$ cat src/qte_pkg.sv
// ----------------------------------------------------------------------------
// qte_pkg
// Shared types, widths and constants for the quaternion to Euler bin pipeline.
// ----------------------------------------------------------------------------
package qte_pkg;

  localparam int QW          = 16;  // quaternion component width
  localparam int PW          = 32;  // product width
  localparam int SW          = 35;  // Q28 sum width
  localparam int RW          = 29;  // square root result width
  localparam int NW          = 59;  // square root remainder width
  localparam int CW          = 38;  // CORDIC vector width
  localparam int AW          = 18;  // CORDIC angle accumulator width
  localparam int STEPS       = 15;  // CORDIC iterations
  localparam int ONE_SHIFT   = 28;  // 1.0 in Q28
  localparam int OW          = 5;   // bin field width

  localparam logic signed [SW-1:0] ONE_Q28  = SW'(64'sd1 <<< ONE_SHIFT);
  localparam logic signed [AW-1:0] QUARTER  = AW'(16384);

  typedef struct packed {
    logic signed [SW-1:0] rn;
    logic signed [SW-1:0] rd;
    logic signed [SW-1:0] ps;
    logic signed [SW-1:0] yn;
    logic signed [SW-1:0] yd;
  } side_t;

  // full circle: pos = zero numerator with non-negative denominator, neg = angle pi
  // half circle: pos = argument at or above +1, neg = argument at or below -1
  typedef struct packed {
    logic pos;
    logic neg;
  } special_t;

  function automatic logic [13:0] atan_turns(input int i);
    logic [13:0] r;
    case (i)
      0:       r = 14'd8192;
      1:       r = 14'd4836;
      2:       r = 14'd2555;
      3:       r = 14'd1297;
      4:       r = 14'd651;
      5:       r = 14'd326;
      6:       r = 14'd163;
      7:       r = 14'd81;
      8:       r = 14'd41;
      9:       r = 14'd20;
      10:      r = 14'd10;
      11:      r = 14'd5;
      12:      r = 14'd3;
      13:      r = 14'd1;
      14:      r = 14'd1;
      default: r = 14'd0;
    endcase
    return r;
  endfunction

endpackage

$ cat src/qte_bin.sv
// ----------------------------------------------------------------------------
// qte_bin
// Offsets, clamps and scales the three angles to bins; output register.
// ----------------------------------------------------------------------------
module qte_bin
  import qte_pkg::*;
#(
  parameter int ANGLE_BINS = 18
) (
  input  logic                 clk_i,
  input  logic                 rst_ni,
  input  logic                 adv_i,
  input  logic                 vld_i,
  input  logic signed [AW-1:0] roll_ang_i,
  input  special_t             roll_spec_i,
  input  logic signed [AW-1:0] pitch_ang_i,
  input  special_t             pitch_spec_i,
  input  logic signed [AW-1:0] yaw_ang_i,
  input  special_t             yaw_spec_i,
  output logic                 vld_o,
  output logic [OW-1:0]        roll_o,
  output logic [OW-1:0]        pitch_o,
  output logic [OW-1:0]        yaw_o
);

  localparam int BNW = $clog2(ANGLE_BINS + 1);
  localparam int FPW = 16 + BNW + OW;
  localparam int HPW = 15 + BNW + OW;
  localparam logic [BNW-1:0] BINS     = BNW'(ANGLE_BINS);
  localparam logic [OW-1:0]  BINS_OUT = OW'(ANGLE_BINS);

  logic          vld_q;
  logic [OW-1:0] roll_q, pitch_q, yaw_q;
  logic [OW-1:0] roll_d, pitch_d, yaw_d;

  function automatic logic [OW-1:0] full_bin(input logic signed [AW-1:0] a,
                                             input special_t sp);
    logic signed [AW:0] u;
    logic [15:0]        uc;
    logic [FPW-1:0]     p;
    u  = (AW+1)'(a) + (AW+1)'(32768);
    if (u[AW])             uc = '0;
    else if (u > 65535)    uc = 16'hFFFF;
    else                   uc = u[15:0];
    if (sp.pos)            uc = 16'h8000;
    p = FPW'(uc) * FPW'(BINS);
    return sp.neg ? BINS_OUT : p[16 +: OW];
  endfunction

  always_comb begin
    logic signed [AW:0] u;
    logic [14:0]        uc;
    logic [HPW-1:0]     p;
    roll_d = full_bin(roll_ang_i, roll_spec_i);
    yaw_d  = full_bin(yaw_ang_i, yaw_spec_i);
    u = (AW+1)'(pitch_ang_i) + (AW+1)'(16384);
    if (u[AW])           uc = '0;
    else if (u > 32767)  uc = 15'h7FFF;
    else                 uc = u[14:0];
    p = HPW'(uc) * HPW'(BINS);
    if (pitch_spec_i.pos)      pitch_d = BINS_OUT;
    else if (pitch_spec_i.neg) pitch_d = '0;
    else                       pitch_d = p[15 +: OW];
  end

  always_ff @(posedge clk_i or negedge rst_ni) begin
    if (!rst_ni) begin
      vld_q <= 1'b0;
    end else if (adv_i) begin
      vld_q <= vld_i;
    end
  end

  always_ff @(posedge clk_i) begin
    if (adv_i) begin
      roll_q  <= roll_d;
      pitch_q <= pitch_d;
      yaw_q   <= yaw_d;
    end
  end

  assign vld_o   = vld_q;
  assign roll_o  = roll_q;
  assign pitch_o = pitch_q;
  assign yaw_o   = yaw_q;

endmodule

$ cat config.mk
export PLATFORM = sky130hd
export DESIGN_NAME = qte_bin
export DESIGN_NICKNAME = d
export VERILOG_FILES = /design/src/qte_pkg.sv /design/src/qte_bin.sv
export SDC_FILE = /design/constraint.sdc
export NUM_CORES = 1
export LEC_CHECK = 0
export BUFFER_PORTS_ARGS = -buffer_cell sky130_fd_sc_hd__buf_2
export CORE_MARGIN = 2
export CORE_UTILIZATION = 40
export DETAILED_ROUTE_END_ITERATION = 10
export PLACE_DENSITY = 0.73
export RECOVER_POWER = 50
export SLEW_MARGIN = 10
export SYNTH_ARGS = -nofsm -noshare
export SYNTH_HDL_FRONTEND = slang
export SYNTH_SLANG_ARGS = --single-unit
$ cat constraint.sdc
create_clock -name clk_i -period 2.1 [get_ports clk_i]
set_input_delay 0.315 -clock clk_i [delete_from_list [all_inputs] [get_ports clk_i]]
set_output_delay 0.315 -clock clk_i [all_outputs]
set_load 0.03 [all_outputs]
**After elaboration in Yosys (flattened, before gate mapping)**

Index checks and enable logic that the tools add are counted.

- Add/sub/neg operators: 3
- Multiply operators: 3
- Magnitude comparators: 3
- Muxes and demuxes: 9
- Reduce and logical (&&, ||, !) cells: 1

Operators by type and width:

| operator | number |
|---|---|
| 2-to-1 mux 16 bit | 6 |
| multiplier 16 x 4 -> 20 bit, second input constant | 2 |
| adder 18 x 17 -> 19 bit, second input constant | 2 |
| > comparator 19 x 17 -> 1 bit, second input constant | 2 |
| 2-to-1 mux 15 bit | 2 |
| adder 18 x 16 -> 19 bit, second input constant | 1 |
| > comparator 19 x 16 -> 1 bit, second input constant | 1 |
| multiplier 15 x 4 -> 19 bit, second input constant | 1 |
| 2-to-1 mux 5 bit | 1 |
| OR reduction 2 bit | 1 |

- Bits in registers: 16
- Output and inout bits: 16
- Logic and storage cells: 24

**Depth between registers and ports, before layout**

Gate-level depths: netlist (run 1).

- Depth after elaboration: 6
- Mapped depth: 17
- Gate-level depth less buffers: 15

**Least setup slack after synthesis (run 1)**

No wires, ideal clock.

- Path kind: input-to-reg
- From: input pitch_ang_i[14]
- To: register pitch_q[2], in the netlist pitch_o[2], data pin
- Library setup time: 0.261 ns
- Arrival: 3.693 ns
- Setup slack: -1.854 ns
- Stages: 17
- Path through: inv_1 -> ha_1 -> nand3_1 -> or4_1 -> a221o_1 -> buf_6 -> clkbuf_1 -> nor2_1 -> nor2_1 -> ha_1 -> ha_1 -> a2111oi_0 -> o211ai_1 -> o211a_1 -> and2_1 -> a31o_2 -> o311a_1

- Cells in the longest elaborated chain, start to end: 5

RTL lines:

| item | line | RTL |
|---|---|---|
| start, declared | qte_bin.sv:16 | `input logic signed [AW-1:0] pitch_ang_i,` |
| adder 18 x 16 -> 19 bit * | qte_bin.sv:56 | `u = (AW+1)'(pitch_ang_i) + (AW+1)'(16384);` |
| > comparator 19 x 16 -> 1 bit | qte_bin.sv:58 | `else if (u > 32767) uc = 15'h7FFF;` |
| 2-to-1 mux 15 bit | qte_bin.sv:58 |  |
| 2-to-1 mux 15 bit * | qte_bin.sv:57 | `if (u[AW]) uc = '0;` |
| multiplier 15 x 4 -> 19 bit * | qte_bin.sv:60 | `p = HPW'(uc) * HPW'(BINS);` |
| end signal, assigned | qte_bin.sv:77 | `pitch_q <= pitch_d;` |
| end, declared | qte_bin.sv:33 | `logic [OW-1:0] roll_q, pitch_q, yaw_q;` |

Mark *: on every way between the ends. The rest lies on a longest branch, timed or not.
A chain may end at the register's enable or synchronous reset.

**Worst setup path after layout (run 1)**

- From: input pitch_ang_i[14]
- To: register pitch_q[3], in the netlist pitch_o[3], data pin

Same word-level chain as after synthesis.

==> impl_metrics.toml, run 1 <==
[synth]
netlist.area_leader.share_pct = 30.5
synth_top_area_cell = "ha_1"
synth.yosys.seq_area_share_pct = 16.5
synthTopCellsByCount = "85 x nor2_1, 70 x ha_1, 18 x a21oi_1, 15 x edfxtp_1, 15 x nand2_1"
avgSynthCellArea_sq_um = 8.01
syn_inst = 359
synth_edf_count = 15
ys_top_cells_by_area = "ha_1 30%, edfxtp_1 16%, nor2_1 11%"
post_synth_num_cell_types = 54
synthArstFlopShare_pct = 6.25
yosysMostFrequentCell = "nor2_1"
synth_seq_cells = 16
syn-num-nets = 493
synth_area_sq_mm = 0.00287
synth_flop_cell = "edfxtp_1"
synth_warnings = 0

[floorplanning]
start_util_pct = 41.8
row_count = 30
io_pins = 80
dieArea_sq_mm = 0.00788
die_height_um = 88.8
coreArea_sq_mm = 0.00687
die_x_um = 88.8

[clock_tree]
cts_tree = "yes"
cts_root_buffer = "clkbuf_8"
htreeDepth = 1
clk_latency_ps = 250
cts_buffer_depth = 2
clk_pin_slew_ps = 60
cts_buffers = 3
cts.sinks = 16

[timing]
finalClockSkew_ps = 0
worst_pin_slew_ps = 869
fmax_mhz = 259
fin_tns_setup_ps = -21650
timing.final.hold_violations = 0
grt_setup_unrepaired = "true"
finalSetupViolCount = 15
finalCritPeriodShare_pct = 184
finalMaxSlewViolations = 0
relSlewSlack_pct = 42.1
worst_slack_ps = -1760
fin_crit_ps = 3860

[global_route]
use_met1_pct = 31.5
use_met2_pct = 56.0
grt_overflow = 0
grt_max_degree = 17
met3_usage_pct = 3.82
top_usage_layer = "met2"
grt_usage_pct = 29.3
grt_pass1_wl_um = 18400
antenna_found_initial = 1
grt_pass1_vias = 4163

[detailed_routing]
drtIter0Drc = 349
first_pass_iters = 5
drt_drc_violations_left = 0
routed_wl_um = 16000
drt-wirelength-per-cell_um = 22.7
num_vias = 4369
antenna_left = 0
viasPerCell = 6.21

[setup_path]
cp.buffers_inverters = 4
worstSetupStartpoint = "pitch_ang_i[14]"
crit_path_start_kind = "input port"
cp_num_cells = 17
critPathMaxFanout = 8
r2r_slack_ps = 1290
worstSetupPathType = "in2reg"
r2r_cells = 1
cp_slowest_cell = "o41ai_2"
crit_chain = "buf_8, buf_4, nand4b_1, o41ai_2, a221o_2, buf_8, nor2_4, nor2_1, ha_4, ha_4, a2111oi_4, o211ai_1, o211a_1, buf_6, a21o_1, a22oi_4, mux2i_1"
crit_arrival_ps = 3960
r2r-end = "vld_o$_DFFE_PN0P_"
crit_path_end_kind = "flop"
max_stage_delay_ps = 440
crit_end = "pitch_o[3]$_SDFFCE_PP0P_"
cpLargestDelayFamily = "compound AO/OA/AOI/OAI gates"
worst_ep_required_time_ps = 2200
worstReg2RegStart = "vld_o$_DFFE_PN0P_"

[final_layout]
instances_no_fill = 703
finalNetCount = 741
syn2layout_area_growth_pct = 101
fin_util_pct = 84.0
drive_gt1_share_pct = 66.0

[power]
peakVddDrop_mv = 0.364
p_leak_uw = 0.00270
p_per_area_mw_per_mm2 = 422
total_power_uw = 2430

[place]
place_congestion = 0.920
place_hpwl_um = 7370
port_buffers = 79
place_inst = 663

[run_status]
violations = "setup timing"
outcome = "complete, but fails checks"

[worst_hold_path]
hold_class = "in2reg"

[run]
cap_violations = 0
[registers in the layout, summed over array words and instances (netlist names)]
register and cells:
roll_o 5, vld_o 1, pitch_o 5, yaw_o 5
[where the power goes]
part | internal (uW) | switching (uW) | leakage [uW]
combinational | 853 | 904 | 0.00251
clock | 166 | 108 | 0.0000288
sequential | 390 | 11.9 | 0.000157
[what timing repair did]
item	4_1_cts	5_1_grt
gates resized for setup	96	85
hold endpoints to repair	1	0
buffers inserted	19	16
pin swaps	60	52
endpoints found under the setup margin	15	15
hold buffers	1	0
cloned	1	0
[kinds of logic (layout without fill, tap and decap cells)]
family	count (synthesis)	in the layout	synth area share, %
other cells	0	1	0
simple gates	155	155	24.7
compound gates	83	84	20.9
xor+xnor	8	8	2.44
flops	16	16	16.5
buf+inv	22	268	3.18
fa+ha+maj	70	70	30.5
mux	5	5	1.78
[cell type report]
class | count | area [sq um]
multi-input cells | 322 | 3250
repair buffers | 252 | 1810
fillers | 313 | 1100
flip-flops and latches | 16 | 475
well taps | 96 | 120
inverters | 12 | 57.6
clock buffers | 4 | 55.1
diodes | 1 | 2.50
[stage by stage]
| step | cell area [sq um] | hold slack (ps) | setup WS (ps) |
|---|---|---|---|
| after floorplan | 3060 | 19.4 | -1570 |
| final | 5770 | 320 | -1760 |
| after detailed placement | 4540 | 93.0 | -1870 |
| after global placement | 4540 | 88.8 | -1770 |
| after global routing | 5770 | 336 | -1820 |
| after CTS | 5220 | 326 | -1520 |
[worst min-delay path by stage]
stage | cells after the start | end | slack [ps] | startpoint
3_3_place_gp | 1 | vld_o$_DFFE_PN0P_ | 90 | rst_ni
4_1_cts | 2 | vld_o$_DFFE_PN0P_ | 330 | vld_i
5_1_grt | 2 | vld_o$_DFFE_PN0P_ | 340 | vld_i
2_1_floorplan | 0 | vld_o$_DFFE_PN0P_ | 20 | rst_ni
6_report | 2 | vld_o$_DFFE_PN0P_ | 320 | vld_i
3_5_place_dp | 1 | vld_o$_DFFE_PN0P_ | 90 | rst_ni
[placed cells by master, fill, tap and decap left out, drive strengths merged, types with 10 or more instances in the layout]
cell	count
a21oi	18
buf	250
edfxtp	15
ha	70
inv	12
nand2	15
nand4	12
nor2	85
nor3	10
o21ai	12
[per-layer routing]
metal | vias to the layer above | wire length, um
met2 | 342 | 7770
met4 | 0 | 1670
met5 | - | 0
met1 | 2029 | 5240
met3 | 160 | 1310
li1 | 1838 | -
No activity file was read; power rests on OpenSTA's default activity.
==> run 2, diff against run 1 <==
Settings changed: CORE_ASPECT_RATIO from default to 1.2.
==> impl_metrics.toml, run 2 (synthesis gave the netlist of run 1 again) <==
[place]
place_inst = 641
place_congestion = 0.843
place_hpwl_um = 7270
placed_cell_area_sq_mm = 0.00444
port_buffers = 79

[power]
p_sw_share_pct = 40.6
p_int_uw = 1350
peakVddDrop_mv = 0.273
p_seq_share_pct = 17.6
p_leak_uw = 0.00266
combPwrFrac_pct = 71.3
p_per_area_mw_per_mm2 = 394
clkPwrFrac_pct = 11.0
p_switching_uw = 920

[timing]
finalSetupViolCount = 15
fmax_mhz = 278
worst_pin_slew_ps = 948
finalCritPeriodShare_pct = 171
timing.final.hold_violations = 0
grt_setup_unrepaired = "true"
relSlewSlack_pct = 36.8
finalMaxSlewViolations = 0
worst_slack_ps = -1500
finalClockSkew_ps = 0
fin_crit_ps = 3600

[final_layout]
final_cell_mix = "142 x buf_4, 62 x buf_2, 49 x nor2_1"
syn2layout_area_growth_pct = 100
finalNetCount = 728
drive_gt1_share_pct = 64.8
antenna_cells = 0
multi_input_area_sq_mm = 0.00328
seq_area_sq_um = 475
fin_util_pct = 83.5
final_cell_area_sq_mm = 0.00576
instances_no_fill = 680
layout_commonest_cell = "buf_4"
fillCellCount = 349

[floorplanning]
die_x_um = 81.4
coreArea_sq_mm = 0.00690
dieArea_sq_mm = 0.00788
row_count = 33
die_height_um = 96.9
io_pins = 80
start_util_pct = 41.7

[setup_path]
worstSetupPathType = "in2reg"
crit_arrival_ps = 3620
crit_path_end_kind = "flop"
max_stage_delay_ps = 580
worst_ep_required_time_ps = 2120
cp_slowest_cell = "or4_4"
critPathMaxFanout = 3
crit_path_start_kind = "input port"
crit_chain = "buf_8, nand4_1, or4_4, o21ai_4, nor2_2, nor2_2, ha_1, ha_2, a211o_1, a211o_1, and4_4, or4_4, and3_4, or2_4"

[clock_tree]
cts.sinks = 16
cts_root_buffer = "clkbuf_8"
cts_buffer_depth = 2
clk_latency_ps = 260
htreeDepth = 1
cts_tree = "yes"
cts_buffers = 3
clk_pin_slew_ps = 70

[detailed_routing]
drtIter0Drc = 114
drt-wirelength-per-cell_um = 18.3
met2_wirelength_um = 6960
viasPerCell = 5.69
wl_met3_um = 480
wl_met1_um = 4480
first_pass_iters = 4
routed_wl_um = 12400
antenna_left = 0
top_layer = "met4"
drt_drc_violations_left = 0
num_vias = 3872

[global_route]
antenna_found_initial = 0
grt_max_degree = 17
grt_overflow = 0
grt_pass1_wl_um = 16700
grt_pass1_vias = 3966
grt_usage_pct = 26.4

[run_status]
outcome = "complete, but fails checks"
violations = "setup timing"

[worst_hold_path]
hold_class = "in2reg"

[run]
cap_violations = 0
==> run 2: cell types whose count changed in the layout (fill, tap and decap cells not counted), moves of 2 or more <==
cell,before,now
buf_4,160,142
buf_6,15,27
buf_2,70,62
nor2_1,43,49
nor2_2,26,21
ha_4,30,33
o21ai_0,6,3
a21oi_1,8,6
buf_12,0,2
ha_1,35,33
inv_2,1,3
inv_4,3,1
o21ai_1,0,2
==> run 2: worst paths after layout <==
path                                   start                      to  slack (ps)  depth (start not counted)
max in group asynchronous             rst_ni       vld_o$_DFFE_PN0P_        1650                          2
hold / removal                         vld_i       vld_o$_DFFE_PN0P_         290                          2
setup reg to reg           vld_o$_DFFE_PN0P_       vld_o$_DFFE_PN0P_        1360                          1
min in group asynchronous             rst_ni       vld_o$_DFFE_PN0P_         360                          2
setup / recovery               yaw_ang_i[15]  yaw_o[4]$_SDFFCE_PP1P_       -1500                         14
hold reg to reg            vld_o$_DFFE_PN0P_       vld_o$_DFFE_PN0P_         510                          1
==> run 2: metrics by stage <==
step           hold WS (ps)  power [uW]  setup TNS, ps  setup WS (ps)
2_1_floorplan          19.4        1030         -18210          -1570
6_report                285        2270         -18840          -1500
3_5_place_dp           90.4        1520         -23570          -1910
4_1_cts                 283        2010         -17580          -1490
3_3_place_gp           90.1        1470         -22510          -1790
5_1_grt                 294        2400         -20480          -1640
==> run 2: power by group through the flow <==
stage               registers, uW  clock network, uW  logic, uW
global placement              405                  0       1070
detailed placement            407                  0       1110
CTS                           400                251       1360
finish                        400                250       1620
global route                  403                266       1730
floorplan                     474                  0        558
==> run 2: per-layer routing <==
layer | track usage (%) | vias up
li1 | - | 1814
met1 | 26.0 | 1848
met2 | 51.8 | 158
met3 | 3.08 | 52
met4 | 12.4 | 0
met5 | 0 | -
==> run 2: what timing repair did <==
item,in CTS,in global routing
resized for setup,112,80
buffers inserted,27,14
cloned,1,0
endpoints found under the hold margin,1,0
hold buffers,1,0
pin swaps,77,60
setup endpoints to repair,15,15
==> run 2: final cells by class <==
| class | instances | share of cell area, % |
|---|---|---|
| flip-flops and latches | 16 | 8.26 |
| clock buffers | 3 | 0.717 |
| clock inverters | 1 | 0.0652 |
| well taps | 87 | 1.89 |
| inverters | 12 | 0.913 |
| multi-input cells | 322 | 57.0 |
| repair buffers | 239 | 31.2 |
==> run 2: critical path: cells and delay by family <==
family	cells	cell delay, ps
buf+inv	1	80
compound gates	3	740
simple gates	8	1980
fa+ha+maj	2	470
==> run 3, diff against run 2 <==
Settings changed: CORE_MARGIN 2 to default.
==> impl_metrics.toml, run 3 (synthesis gave the netlist of run 1 again) <==
[setup_path]
crit_path_end_kind = "flop"
crit_chain = "buf_6, nand4_1, or4_4, a221o_2, nor2_2, nor2_2, ha_1, ha_2, a2111oi_4, o211ai_1, o211a_1, and2_1, a31o_2, o311a_1"
crit_path_frequent_cell = "nor2_2"
cp.buffers_inverters = 1
crit_path_start_kind = "input port"
worst_ep_required_time_ps = 2120
crit_arrival_ps = 3660
cp_slowest_cell = "or4_4"
critPathMaxFanout = 8
max_stage_delay_ps = 570
cpLargestDelayFamily = "compound AO/OA/AOI/OAI gates"
worstSetupPathType = "in2reg"

[power]
p_leak_uw = 0.00259
p_int_uw = 1320
peakVddDrop_mv = 0.319
p_switching_uw = 868
p_sw_share_pct = 39.6
clkPwrFrac_pct = 13.0
p_seq_share_pct = 18.2
combPwrFrac_pct = 68.8
p_per_area_mw_per_mm2 = 393

[detailed_routing]
drt-wirelength-per-cell_um = 16.9
num_vias = 3793
first_pass_iters = 4
viasPerCell = 5.68
drtIter0Drc = 131
routed_wl_um = 11300
drt_drc_violations_left = 0
antenna_left = 0

[place]
dpl_worst_slack_ps = -1860
place_congestion = 0.877
place_inst = 635
port_buffers = 79
place_hpwl_um = 7310

[timing]
worst_pin_slew_ps = 978
timing.final.hold_violations = 0
fin_tns_setup_ps = -17900
finalCritPeriodShare_pct = 173
fin_crit_ps = 3640
fmax_mhz = 275
fin_hold_ws_ps = 300
relSlewSlack_pct = 34.8
finalClockSkew_ps = 0
finalSetupViolCount = 15
finalMaxSlewViolations = 0
worst_slack_ps = -1540
grt_setup_unrepaired = "true"

[clock_tree]
clk_pin_slew_ps = 70
cts_buffers = 3
clk_latency_ps = 250
cts_buffer_depth = 2
htreeDepth = 1
cts_root_buffer = "clkbuf_8"
cts_tree = "yes"
cts.sinks = 16

[global_route]
grt_pass1_vias = 3831
grt_pass1_wl_um = 15700
grt_overflow = 0
grt_usage_pct = 26.5
grt_max_degree = 17
antenna_found_initial = 0

[final_layout]
fin_util_pct = 80.9
antenna_cells = 0
layout_commonest_cell = "buf_4"
finalNetCount = 716
instances_no_fill = 668
syn2layout_area_growth_pct = 94.0
drive_gt1_share_pct = 63.2
final_cell_mix = "136 x buf_4, 58 x buf_2, 46 x nor2_1"

[run_status]
violations = "setup timing"
outcome = "complete, but fails checks"

[worst_hold_path]
hold_class = "in2reg"

[floorplanning]
die_height_um = 94.9
io_pins = 80
start_util_pct = 41.7
die_x_um = 79.4
coreArea_sq_mm = 0.00690
dieArea_sq_mm = 0.00753
row_count = 33

[run]
cap_violations = 0
==> run 3: final cells by class <==
| type | count | area (sq um) |
|---|---|---|
| flip-flops and latches | 16 | 475 |
| well taps | 87 | 109 |
| multi-input cells | 323 | 3200 |
| fillers | 407 | 1320 |
| repair buffers | 226 | 1680 |
| clock buffers | 4 | 55.1 |
| inverters | 12 | 57.6 |
==> run 3: power groups by stage <==
stage               Combinational (uW)  Sequential (uW)  Clock (uW)
floorplan                          558              474           0
global placement                  1060              405           0
detailed placement                1110              406           0
CTS                               1260              399         287
global route                      1630              402         299
finish                            1510              399         285
==> run 3: per-stage QoR <==
| step | power, uW | cell area (sq um) |
|---|---|---|
| detailed placement | 1510 | 4390 |
| floorplan | 1030 | 3060 |
| global placement | 1460 | 4390 |
| global route | 2330 | 5580 |
| finish | 2190 | 5580 |
| CTS | 1950 | 4930 |
==> run 3: timing repair <==
action | 4_1_cts | 5_1_grt
gates cloned | 2 | 0
hold buffers | 1 | 0
hold endpoints to repair | 1 | 0
pin swaps | 59 | 77
buffers inserted | 16 | 14
setup endpoints to repair | 15 | 15
resized for setup | 74 | 111
==> run 3: final timing paths <==
path	slack (ps)	endpoint	cells after the start	start
setup / recovery	-1540	pitch_o[2]$_SDFFCE_PP0P_	14	pitch_ang_i[8]
hold / removal	300	vld_o$_DFFE_PN0P_	2	vld_i
setup reg to reg	1350	vld_o$_DFFE_PN0P_	1	vld_o$_DFFE_PN0P_
hold reg to reg	520	vld_o$_DFFE_PN0P_	1	vld_o$_DFFE_PN0P_
max in group asynchronous	1640	vld_o$_DFFE_PN0P_	2	rst_ni
min in group asynchronous	380	vld_o$_DFFE_PN0P_	2	rst_ni
==> run 3: routing by layer <==
layer	global-route usage [%]	routed length, um
met5	0	0
met4	11.8	520
met3	2.80	424
met2	56.1	6300
met1	24.5	4060
